### config.mk
export PLATFORM = sky130hd
export DESIGN_NAME = tile_map_draw_address_generator_flat
export DESIGN_NICKNAME = d
export VERILOG_FILES = /design/src/rtl/tmd_pkg.sv /design/src/rtl/tmd_if.sv /design/src/rtl/tmd_front.sv /design/src/rtl/tmd_back.sv /design/src/rtl/tile_map_draw_address_generator.sv /design/src/flat_wrapper.sv
export SDC_FILE = /design/constraint.sdc
export NUM_CORES = 2
export LEC_CHECK = 0
export ABC_AREA = 1
export CORE_MARGIN = 4
export CORE_UTILIZATION = 60
export CTS_BUF_LIST = sky130_fd_sc_hd__clkbuf_2 sky130_fd_sc_hd__clkbuf_4 sky130_fd_sc_hd__clkbuf_8
export CTS_CLUSTER_DIAMETER = 60
export DETAILED_ROUTE_END_ITERATION = 10
export DONT_BUFFER_PORTS = 1
export PLACE_DENSITY_LB_ADDON = 0.05
export SLEW_MARGIN = 20
export SYNTH_ARGS = -nofsm -noshare
export SYNTH_HDL_FRONTEND = slang
export SYNTH_SLANG_ARGS = --single-unit
### constraint.sdc
create_clock -name clk -period 12.5 [get_ports clk]
set_clock_uncertainty 0.05 [all_clocks]
set_input_delay 1.25 -clock clk [delete_from_list [all_inputs] [get_ports clk]]
set_output_delay 1.25 -clock clk [all_outputs]
set_load 0.005 [all_outputs]
### src/rtl/tmd_pkg.sv
// Package for the tile map draw address generator.
// Request codes, register indexes and shared constants. No dependencies.
package tmd_pkg;
  localparam int unsigned MaxTilesets = 8;
  localparam logic [10:0] ColLimit = 11'd1024;

  typedef enum logic [1:0] {
    REQ_TILE   = 2'd0,
    REQ_APPEND = 2'd1,
    REQ_CLEAR  = 2'd2
  } req_t;

  typedef enum logic [2:0] {
    REG_ORIENT = 3'd0,
    REG_MAP_W  = 3'd1,
    REG_MAP_H  = 3'd2,
    REG_TILE_W = 3'd3,
    REG_TILE_H = 3'd4
  } reg_idx_t;

  localparam logic [1:0] OrientOrtho = 2'd0;
  localparam logic [1:0] OrientIso   = 2'd1;

  // Classified tile item handed from front to back.
  typedef struct packed {
    logic        found;
    logic [5:0]  slot;
    logic [31:0] off;
    logic [15:0] cols;
    logic [19:0] dest_x;
    logic [19:0] dest_y;
  } tile_job_t;
endpackage

### src/rtl/tmd_if.sv
// Valid/ready channel interfaces for the tile map draw address generator.
// Depends on nothing.
interface tmd_req_if;
  logic        valid;
  logic        ready;
  logic [1:0]  req_type;
  logic        layer_start;
  logic [31:0] tile_gid;
  logic [31:0] set_first_gid;
  logic [15:0] set_image_width;
  logic [15:0] set_image_height;
  modport source (output valid, req_type, layer_start, tile_gid, set_first_gid,
                  set_image_width, set_image_height, input ready);
  modport sink (input valid, req_type, layer_start, tile_gid, set_first_gid,
                set_image_width, set_image_height, output ready);
endinterface

interface tmd_res_if;
  logic        valid;
  logic        ready;
  logic        drawn;
  logic [2:0]  set_slot;
  logic [19:0] dest_x;
  logic [19:0] dest_y;
  logic [15:0] src_x;
  logic [15:0] src_y;
  modport source (output valid, drawn, set_slot, dest_x, dest_y, src_x, src_y,
                  input ready);
  modport sink (input valid, drawn, set_slot, dest_x, dest_y, src_x, src_y,
                output ready);
endinterface

### src/rtl/tmd_front.sv
// Front part: takes requests, keeps the tileset table and the cursor,
// searches the table and queues classified tiles. Uses tmd_pkg.
module tmd_front import tmd_pkg::*; #(
  parameter int unsigned MAX_TILESETS = MaxTilesets
) (
  input  logic        clk,
  input  logic        rst,
  tmd_req_if.sink     req,
  input  logic [1:0]  orientation,
  input  logic [10:0] map_width_tiles,
  input  logic [10:0] map_height_tiles,
  input  logic [8:0]  tile_width_px,
  input  logic [8:0]  tile_height_px,
  output logic        job_valid,
  input  logic        job_ready,
  output tile_job_t   job
);
  localparam int SW = (MAX_TILESETS > 1) ? $clog2(MAX_TILESETS) : 1;
  localparam int CW = $clog2(MAX_TILESETS + 1);
  localparam logic [CW-1:0] Full = CW'(MAX_TILESETS);

  typedef enum logic [2:0] {
    S_IDLE, S_DIVC, S_DIVR, S_MUL, S_SEARCH, S_ADV
  } state_t;

  state_t      state;
  logic [31:0] first_ids [MAX_TILESETS];
  logic [15:0] columns [MAX_TILESETS];
  logic [31:0] counts [MAX_TILESETS];
  logic [CW-1:0] loaded;
  logic [19:0] cursor_x, cursor_y;
  logic [9:0]  column_count;
  logic [CW-1:0] idx;
  logic [31:0] gid;
  logic [15:0] num, quo, rem_r;
  logic [15:0] cols_r;
  logic [4:0]  bit_cnt;
  logic [15:0] ih;
  logic [8:0]  dv;
  logic [31:0] cnt_r;
  logic        iso;

  logic [16:0] trial;
  logic [15:0] shifted;
  logic [SW-1:0] sidx;
  logic [10:0] wlim;
  logic        row_end;
  logic [19:0] hw20, hh20;

  assign shifted = {rem_r[14:0], num[15]};
  assign trial   = {1'b0, shifted} - {8'd0, dv};
  assign sidx    = SW'(idx - CW'(1));
  assign wlim    = (map_width_tiles > ColLimit) ? ColLimit : map_width_tiles;
  assign row_end = ({1'b0, column_count} + 11'd1 >= wlim);
  assign hw20    = {12'd0, tile_width_px[8:1]};
  assign hh20    = {12'd0, tile_height_px[8:1]};
  assign iso     = (orientation == OrientIso);
  assign req.ready = (state == S_IDLE) && !job_valid;

  always_ff @(posedge clk) begin
    if (rst) begin
      state <= S_IDLE;
      loaded <= '0;
      cursor_x <= '0;
      cursor_y <= '0;
      column_count <= '0;
      job_valid <= 1'b0;
    end else begin
      if (job_valid && job_ready) job_valid <= 1'b0;
      unique case (state)
        S_IDLE: begin
          if (req.valid && req.ready) begin
            case (req.req_type)
              REQ_CLEAR: loaded <= '0;
              REQ_APPEND: begin
                if (loaded < Full) begin
                  gid <= req.set_first_gid;
                  num <= req.set_image_width;
                  ih <= req.set_image_height;
                  dv <= tile_width_px;
                  rem_r <= '0;
                  bit_cnt <= '0;
                  state <= S_DIVC;
                end
              end
              REQ_TILE: begin
                gid <= req.tile_gid;
                idx <= loaded;
                job.found <= 1'b0;
                job.slot <= '0;
                job.off <= '0;
                job.cols <= '0;
                if (req.layer_start) begin
                  column_count <= '0;
                  cursor_y <= '0;
                  cursor_x <= iso ? 20'(({9'd0, map_height_tiles} - 20'd1) * hw20) : '0;
                  job.dest_x <= iso ? 20'(({9'd0, map_height_tiles} - 20'd1) * hw20) : '0;
                  job.dest_y <= '0;
                end else begin
                  job.dest_x <= cursor_x;
                  job.dest_y <= cursor_y;
                end
                state <= (orientation <= OrientIso) ? S_SEARCH : S_ADV;
              end
              default: ;
            endcase
          end
        end
        S_DIVC, S_DIVR: begin
          // restoring divide, one quotient bit a cycle; zero divisor gives 0
          quo <= {quo[14:0], !trial[16]};
          if (bit_cnt == 5'd15) begin
            bit_cnt <= '0;
            if (state == S_DIVC) begin
              cols_r <= (dv == '0) ? '0 : {quo[14:0], !trial[16]};
              num <= ih;
              dv <= tile_height_px;
              rem_r <= '0;
              state <= S_DIVR;
            end else begin
              cnt_r <= {16'd0, (dv == '0) ? 16'd0 : {quo[14:0], !trial[16]}};
              state <= S_MUL;
            end
          end else begin
            num <= {num[14:0], 1'b0};
            rem_r <= !trial[16] ? trial[15:0] : shifted;
            bit_cnt <= bit_cnt + 5'd1;
          end
        end
        S_MUL: begin
          first_ids[SW'(loaded)] <= gid;
          columns[SW'(loaded)] <= cols_r;
          counts[SW'(loaded)] <= {16'd0, cols_r} * cnt_r;
          loaded <= loaded + CW'(1);
          state <= S_IDLE;
        end
        S_SEARCH: begin
          if (idx == '0) state <= S_ADV;
          else if (gid >= first_ids[sidx]) begin
            if ((gid - first_ids[sidx]) < counts[sidx] && columns[sidx] != '0) begin
              job.found <= 1'b1;
              job.slot <= 6'(sidx);
              job.off <= gid - first_ids[sidx];
              job.cols <= columns[sidx];
            end
            state <= S_ADV;
          end else idx <= idx - CW'(1);
        end
        S_ADV: begin
          if (orientation <= OrientIso) begin
            column_count <= row_end ? '0 : column_count + 10'd1;
            if (!iso) begin
              if (row_end) begin
                cursor_x <= '0;
                cursor_y <= cursor_y + {11'd0, tile_height_px};
              end else cursor_x <= cursor_x + {11'd0, tile_width_px};
            end else if (row_end) begin
              cursor_x <= cursor_x + hw20 - 20'(({9'd0, wlim} + 20'd1) * hw20);
              cursor_y <= cursor_y + hh20 - 20'(({9'd0, wlim} - 20'd1) * hh20);
            end else begin
              cursor_x <= cursor_x + hw20;
              cursor_y <= cursor_y + hh20;
            end
          end
          job_valid <= 1'b1;
          state <= S_IDLE;
        end
        default: state <= S_IDLE;
      endcase
    end
  end

  assert property (@(posedge clk) disable iff (rst) loaded <= Full)
    else $error("tileset count over capacity");
  assert property (@(posedge clk) disable iff (rst)
    (state == S_ADV) |=> job_valid) else $error("tile not queued");
  assert property (@(posedge clk) disable iff (rst)
    (job_valid && !job_ready) |=> $stable(job)) else $error("job changed while held");
endmodule

### src/rtl/tmd_back.sv
// Back part: turns a tile offset into source pixels by an iterative divide
// by the column count, then drives the result register. Uses tmd_pkg.
module tmd_back import tmd_pkg::*; (
  input  logic       clk,
  input  logic       rst,
  input  logic       job_valid,
  output logic       job_ready,
  input  tile_job_t  job,
  input  logic [8:0] tile_width_px,
  input  logic [8:0] tile_height_px,
  tmd_res_if.source  res
);
  typedef enum logic [1:0] {S_IDLE, S_DIV, S_MUL} state_t;
  state_t      state;
  tile_job_t   cur;
  logic [31:0] num, quo, rem_r;
  logic [5:0]  bit_cnt;
  logic [32:0] trial;
  logic [31:0] shifted;

  assign shifted   = {rem_r[30:0], num[31]};
  assign trial     = {1'b0, shifted} - {17'd0, cur.cols};
  assign job_ready = (state == S_IDLE) && !res.valid;

  always_ff @(posedge clk) begin
    if (rst) begin
      state <= S_IDLE;
      res.valid <= 1'b0;
    end else begin
      if (res.valid && res.ready) res.valid <= 1'b0;
      unique case (state)
        S_IDLE: if (job_valid && job_ready) begin
          cur <= job;
          num <= job.off;
          rem_r <= '0;
          bit_cnt <= '0;
          state <= job.found ? S_DIV : S_MUL;
        end
        S_DIV: begin
          num <= {num[30:0], 1'b0};
          if (!trial[32]) begin
            rem_r <= trial[31:0];
            quo <= {quo[30:0], 1'b1};
          end else begin
            rem_r <= shifted;
            quo <= {quo[30:0], 1'b0};
          end
          bit_cnt <= bit_cnt + 6'd1;
          if (bit_cnt == 6'd31) state <= S_MUL;
        end
        S_MUL: begin
          res.drawn <= cur.found;
          res.set_slot <= cur.slot[2:0];
          res.dest_x <= cur.dest_x;
          res.dest_y <= cur.dest_y;
          res.src_x <= cur.found ? 16'(rem_r[15:0] * tile_width_px) : '0;
          res.src_y <= cur.found ? 16'(quo[15:0] * tile_height_px) : '0;
          res.valid <= 1'b1;
          state <= S_IDLE;
        end
        default: state <= S_IDLE;
      endcase
    end
  end

  assert property (@(posedge clk) disable iff (rst)
    (state == S_MUL) |=> res.valid) else $error("result not posted");
  assert property (@(posedge clk) disable iff (rst)
    (res.valid && !res.drawn) |-> (res.src_x == '0 && res.src_y == '0))
    else $error("undrawn tile has source");
  assert property (@(posedge clk) disable iff (rst)
    (state != S_IDLE) |-> !job_ready) else $error("ready while busy");
endmodule

### src/rtl/tile_map_draw_address_generator.sv
// Tile map draw address generator, top level: APB registers, front and back.
// The front searches the tileset table, one slot a cycle; the back divides the
// offset bit by bit, then posts the result; undrawn tiles skip the divide.
// Appends divide image width and height by tile size in front. Front and back
// overlap through a one-entry queue: the front can classify the next tile while
// the back is busy. Synchronous active-high reset clears table count, cursor.
module tile_map_draw_address_generator import tmd_pkg::*; #(
  parameter int unsigned MAX_TILESETS = MaxTilesets
) (
  input  logic        clk,
  input  logic        rst,
  tmd_req_if.sink     req,
  tmd_res_if.source   res,
  input  logic        psel,
  input  logic        penable,
  input  logic        pwrite,
  input  logic [4:0]  paddr,
  input  logic [31:0] pwdata,
  output logic [31:0] prdata,
  output logic        pready
);
  logic [1:0]  orientation;
  logic [10:0] map_width_tiles, map_height_tiles;
  logic [8:0]  tile_width_px, tile_height_px;
  logic        job_valid, job_ready;
  tile_job_t   job;

  assign pready = 1'b1;

  always_ff @(posedge clk) begin
    if (rst) begin
      orientation <= 2'd0;
      map_width_tiles <= 11'd1;
      map_height_tiles <= 11'd1;
      tile_width_px <= 9'd32;
      tile_height_px <= 9'd32;
    end else if (psel && penable && pwrite && paddr[1:0] == 2'd0) begin
      case (paddr[4:2])
        REG_ORIENT: orientation <= pwdata[1:0];
        REG_MAP_W:  map_width_tiles <= pwdata[10:0];
        REG_MAP_H:  map_height_tiles <= pwdata[10:0];
        REG_TILE_W: tile_width_px <= pwdata[8:0];
        REG_TILE_H: tile_height_px <= pwdata[8:0];
        default: ;
      endcase
    end
  end

  always_comb begin
    case (paddr[4:2])
      REG_ORIENT: prdata = {30'd0, orientation};
      REG_MAP_W:  prdata = {21'd0, map_width_tiles};
      REG_MAP_H:  prdata = {21'd0, map_height_tiles};
      REG_TILE_W: prdata = {23'd0, tile_width_px};
      REG_TILE_H: prdata = {23'd0, tile_height_px};
      default:    prdata = '0;
    endcase
  end

  tmd_front #(.MAX_TILESETS(MAX_TILESETS)) u_front (
    .clk, .rst, .req, .orientation, .map_width_tiles, .map_height_tiles,
    .tile_width_px, .tile_height_px, .job_valid, .job_ready, .job
  );

  tmd_back u_back (
    .clk, .rst, .job_valid, .job_ready, .job, .tile_width_px, .tile_height_px, .res
  );
endmodule
### src/flat_wrapper.sv
// flat-port wrapper written by rule: the top's interface ports become plain ports
module tile_map_draw_address_generator_flat import tmd_pkg::*;
#(
  parameter int unsigned MAX_TILESETS = MaxTilesets
)
  (clk, rst, psel, penable, pwrite, paddr, pwdata, prdata, pready, req_valid, req_req_type, req_layer_start, req_tile_gid, req_set_first_gid, req_set_image_width, req_set_image_height, req_ready, res_valid, res_drawn, res_set_slot, res_dest_x, res_dest_y, res_src_x, res_src_y, res_ready);
  tmd_req_if req_i ();
  tmd_res_if res_i ();
  input  logic clk;
  input  logic rst;
  input  logic psel;
  input  logic penable;
  input  logic pwrite;
  input  logic [4:0] paddr;
  input  logic [31:0] pwdata;
  output logic [31:0] prdata;
  output logic pready;
  input wire logic [$bits(req_i.valid)-1:0] req_valid;
  input wire logic [$bits(req_i.req_type)-1:0] req_req_type;
  input wire logic [$bits(req_i.layer_start)-1:0] req_layer_start;
  input wire logic [$bits(req_i.tile_gid)-1:0] req_tile_gid;
  input wire logic [$bits(req_i.set_first_gid)-1:0] req_set_first_gid;
  input wire logic [$bits(req_i.set_image_width)-1:0] req_set_image_width;
  input wire logic [$bits(req_i.set_image_height)-1:0] req_set_image_height;
  output wire logic [$bits(req_i.ready)-1:0] req_ready;
  output wire logic [$bits(res_i.valid)-1:0] res_valid;
  output wire logic [$bits(res_i.drawn)-1:0] res_drawn;
  output wire logic [$bits(res_i.set_slot)-1:0] res_set_slot;
  output wire logic [$bits(res_i.dest_x)-1:0] res_dest_x;
  output wire logic [$bits(res_i.dest_y)-1:0] res_dest_y;
  output wire logic [$bits(res_i.src_x)-1:0] res_src_x;
  output wire logic [$bits(res_i.src_y)-1:0] res_src_y;
  input wire logic [$bits(res_i.ready)-1:0] res_ready;
  assign req_i.valid = req_valid;
  assign req_i.req_type = req_req_type;
  assign req_i.layer_start = req_layer_start;
  assign req_i.tile_gid = req_tile_gid;
  assign req_i.set_first_gid = req_set_first_gid;
  assign req_i.set_image_width = req_set_image_width;
  assign req_i.set_image_height = req_set_image_height;
  assign req_ready = req_i.ready;
  assign res_valid = res_i.valid;
  assign res_drawn = res_i.drawn;
  assign res_set_slot = res_i.set_slot;
  assign res_dest_x = res_i.dest_x;
  assign res_dest_y = res_i.dest_y;
  assign res_src_x = res_i.src_x;
  assign res_src_y = res_i.src_y;
  assign res_i.ready = res_ready;
  tile_map_draw_address_generator #(.MAX_TILESETS(MAX_TILESETS)) u_core (.clk(clk), .rst(rst), .req(req_i), .res(res_i), .psel(psel), .penable(penable), .pwrite(pwrite), .paddr(paddr), .pwdata(pwdata), .prdata(prdata), .pready(pready));
endmodule
==> Implementation_results.wiki <==
{| class="wikitable"
! Metric !! Value
|-
| Proportion of synthesized chip area in sequential cells || 0.441
|-
| Iteration count of the initial detailed-routing pass || 6
|-
| Number of placement rows || 133
|-
| Combinational cell fraction of total power || 0.251
|-
| Fill count || 10.7k
|-
| Root buffer cell || sky130_fd_sc_hd__clkbuf_8
|-
| Reg area || 35,000 sq um
|-
| Power density of the placed cells || 129 nW/um^2
|-
| Vias in the first global route || 57.6k
|-
| Sequential Power Share || 0.428
|-
| Int Power || 0.00740 W
|-
| Highest achievable clock rate || 124 MHz
|-
| Kind of capture point of the worst setup path || flip-flop
|-
| Effective utilization at floorplan || 0.604
|-
| Final critical path time including I/O delays and setup || 8.09 ns
|-
| Area of the mapped netlist || 79,400 sq um
|-
| Input/output buffers || 0
|-
| Wire length of the first global-routing pass || 318 mm
|-
| Synthesis-to-layout area growth || 7.22%
|-
| Top fanout value on the critical path || 70
|-
| GRT overflow || 0
|-
| Via/cell ratio || 5.64
|-
| Number of synthesized register bits || 1,200
|-
| Half-perimeter wire length after placement || 141 mm
|-
| Post-CTS setup buffer count || 0
|-
| Core area || 131,000 sq um
|-
| Drt total wl || 204 mm
|-
| Post-DR wirelength/cell || 20.0 um
|-
| Die Footprint || 138,000 sq um
|-
| Delay of the slowest cell on the worst path || 0.73 ns
|-
| Worst Setup Path Type || reg2reg
|-
| I/O pin cnt || 254
|-
| Distinct cell type count of the synthesized netlist || 65
|-
| Gpl congestion || 0.949
|-
| Setup TNS Final || 0 ns
|-
| Worst path arrival time || 8.57 ns
|-
| Clock tree buffer depth || 3
|-
| Antenna violations before repair || 8
|-
| Worst max-slew margin expressed relative to the limit || 0.201
|-
| Die Span X || 372 um
|-
| Net switching power figure || 0.00357 W
|-
| CTS sink count || 1,200
|-
| Reg clk slew, reported paths || 0.06 ns
|-
| Total of hold buffers inserted after clock tree synthesis || 0
|-
| Number of remaining DRC errors || 0
|-
| Result of the run || complete, no violations
|-
| Maximum resistive drop on vdd || 0.000155 V
|-
| Worst Hold Class || in2reg
|-
| YS warnings || 0
|-
| Vias after detailed routing || 57.5k
|-
| Switching Fraction || 0.325
|-
| Final cycle utilization of the critical path || 0.647
|-
| Count of final setup violators || 0
|-
| Starting DRC count in detailed routing || 4,614
|-
| Required time reported for the critical path endpoint || 12.98 ns
|-
| Final Hold Viols || 0
|-
| Clock tree from TritonCTS || built
|-
| Antenna Nets Post-Route || 0
|-
| Y dimension of the die || 372 um
|-
| Most used flip-flop cell after synthesis || sky130_fd_sc_hd__edfxtp_1
|-
| Crit path max-delay cell type || sky130_fd_sc_hd__a21oi_4
|-
| Combined area of the multi-input logic cells || 38,000 sq um
|-
| Clock Latency Late Sink || 0.94 ns
|-
| Total Nets Final || 9,404
|-
| Number of synthesized flops with an enable pin || 1,097
|-
| Level count of the clock H-tree || 4
|-
| RSZ-0062 raised after global routing || no
|-
| Max-capacitance violation count || 0
|-
| Max-slew violation count || 0
|-
| Post-cts sizing count || 0
|-
| Most prevalent standard cell on the critical path || sky130_fd_sc_hd__a21oi_1
|-
| Startpoint kind of the worst setup timing path || flip-flop
|-
| Lkg Pwr || 36.2 nW
|-
| PnR Total Power || 0.0110 W
|-
| Clock buffer count from CTS || 199
|-
| Transition time of the tightest slew-check pin || 1.20 ns
|-
| Fraction of synthesis flops using an asynchronous set or reset pin || 0
|-
| Layout cells sized above 1 || 0.0613
|-
| Overall routing resource usage || 0.297
|-
| Avg Synthesized Cell Area || 9.55 sq um
|-
| Cells after synthesis || 8,319
|-
| Clk pwr share || 0.320
|-
| Largest net degree at the start of global routing || 145
|}
## layer usage
metal  part of all wire  vias up  track usage
li1                   -    27000            -
met1               0.41    28000        0.390
met2               0.47     2051        0.490
met3              0.074      439       0.0554
met4              0.042        2        0.124
met5           0.000064        -            0
## placed cells by master (no fill, tap or decap), types with 139 or more instances in the layout
cell type	Yosys	final
sky130_fd_sc_hd__a21oi_1	407	404
sky130_fd_sc_hd__clkbuf_8	0	208
sky130_fd_sc_hd__ha_1	421	420
sky130_fd_sc_hd__xor2_1	139	139
sky130_fd_sc_hd__nor2_1	861	849
sky130_fd_sc_hd__nand3_1	182	182
sky130_fd_sc_hd__edfxtp_1	1097	1097
sky130_fd_sc_hd__fa_1	584	584
sky130_fd_sc_hd__inv_1	1338	1335
sky130_fd_sc_hd__nand2_1	1530	1530
sky130_fd_sc_hd__o21ai_0	641	641
## cells in the mapped netlist, types with 7 or more instances
master	instances	area, sq um
sky130_fd_sc_hd__nand2_1	1530	5740
sky130_fd_sc_hd__inv_1	1338	5020
sky130_fd_sc_hd__edfxtp_1	1097	32900
sky130_fd_sc_hd__nor2_1	861	3230
sky130_fd_sc_hd__o21ai_0	641	3210
sky130_fd_sc_hd__fa_1	584	11700
sky130_fd_sc_hd__ha_1	421	5270
sky130_fd_sc_hd__a21oi_1	407	2040
sky130_fd_sc_hd__clkbuf_1	304	1140
sky130_fd_sc_hd__nand3_1	182	911
sky130_fd_sc_hd__xor2_1	139	1220
sky130_fd_sc_hd__o22ai_1	112	701
sky130_fd_sc_hd__dfxtp_1	103	2060
sky130_fd_sc_hd__xnor2_1	71	622
sky130_fd_sc_hd__o221ai_1	65	569
sky130_fd_sc_hd__nor3_1	50	250
sky130_fd_sc_hd__nand4_1	42	263
sky130_fd_sc_hd__a21o_1	29	218
sky130_fd_sc_hd__buf_1	24	90.1
sky130_fd_sc_hd__buf_2	24	120
sky130_fd_sc_hd__buf_4	24	180
sky130_fd_sc_hd__a31oi_1	21	131
sky130_fd_sc_hd__o211ai_1	21	158
sky130_fd_sc_hd__o21bai_1	21	158
sky130_fd_sc_hd__inv_2	20	75.1
sky130_fd_sc_hd__nor4_1	19	119
sky130_fd_sc_hd__o21a_1	19	143
sky130_fd_sc_hd__or2_2	16	100
sky130_fd_sc_hd__o21ai_1	15	75.1
sky130_fd_sc_hd__nor2_2	12	75.1
sky130_fd_sc_hd__a211oi_1	10	75.1
sky130_fd_sc_hd__clkinv_1	9	33.8
sky130_fd_sc_hd__nor2_4	8	90.1
sky130_fd_sc_hd__a221o_1	7	70.1
## critical path, delay by kind of cell, from the launching register on
kind | cells | cell delay (ns)
AND/OR/NAND/NOR | 6 | 0.61
AO/OA/AOI/OAI | 12 | 3.21
flip-flops | 1 | 0.39
buffers and inverters | 6 | 1.83
XOR/XNOR | 1 | 0.22
adder cells (fa/ha/maj) | 4 | 1.29
## cell type report
class | instances | share of cell area
clock inverter | 87 | 0.00799
clock buffer | 274 | 0.0394
inverter | 1368 | 0.0604
tap | 1755 | 0.0258
multi-input combinational | 5402 | 0.447
sequential | 1200 | 0.411
antenna | 15 | 0.000441
timing repair buffer | 85 | 0.00821
## power by group through the flow
stage | logic, W | registers (W) | clock network, W
2_1_floorplan | 0.00196 | 0.00476 | 0
3_3_place_gp | 0.00269 | 0.00478 | 0
3_5_place_dp | 0.00274 | 0.00478 | 0
4_1_cts | 0.00276 | 0.00470 | 0.00360
5_1_grt | 0.00310 | 0.00471 | 0.00378
6_report | 0.00275 | 0.00470 | 0.00352
## per-stage QoR
stage / cells / utilization / instance area (sq um) / hold slack, ns / setup slack (ns)
2_1_floorplan: 8347 / - / 79500 / 0.350 / 3.69
3_3_place_gp: 9809 / 0.617 / 81100 / 0.351 / 4.44
3_5_place_dp: 9809 / 0.617 / 81100 / 0.355 / 4.40
4_1_cts: 10200 / 0.647 / 85100 / 0.215 / 4.35
5_1_grt: 10200 / 0.648 / 85200 / 0.268 / 3.96
6_report: 10200 / 0.648 / 85200 / 0.348 / 4.41
## worst paths after layout
path | from | to | slack, ns | cells after the start
setup / recovery | u_core.u_front.idx[0]$_DFFE_PP_ | u_core.u_front.job[57]$_DFFE_PP_ | 4.41 | 29
hold reg to reg | u_core.u_front.job[33]$_DFFE_PP_ | u_core.u_back.cur[33]$_DFFE_PP_ | 0.35 | 0
hold / removal | rst | u_core.u_front.cursor_x[11]$_SDFFE_PP0P_ | 0.35 | 1
setup reg to reg | u_core.u_front.idx[0]$_DFFE_PP_ | u_core.u_front.job[57]$_DFFE_PP_ | 4.41 | 29
## kinds of logic after synthesis
family / after synthesis / synth area share
AOI/OAI and AO/OA: 1404 / 0.0990
DFF: 1200 / 0.441
adders and majority gates: 1005 / 0.213
xor gates and xnor gates: 213 / 0.0238
and+or+nand+nor: 2750 / 0.139
other: 2 / 0.0000945
buffers and inverters: 1745 / 0.0840
## registers in the layout, summed over array words and instances (netlist names), 31 cells and up
register,cells
u_core.u_front.counts,256
u_core.u_front.first_ids,256
u_core.u_front.columns,128
u_core.u_front.job,92
u_core.u_back.cur,60
u_core.u_back.num,32
u_core.u_front.gid,32
u_core.u_back.rem_r,31
(Power assumes the default switching activity.)
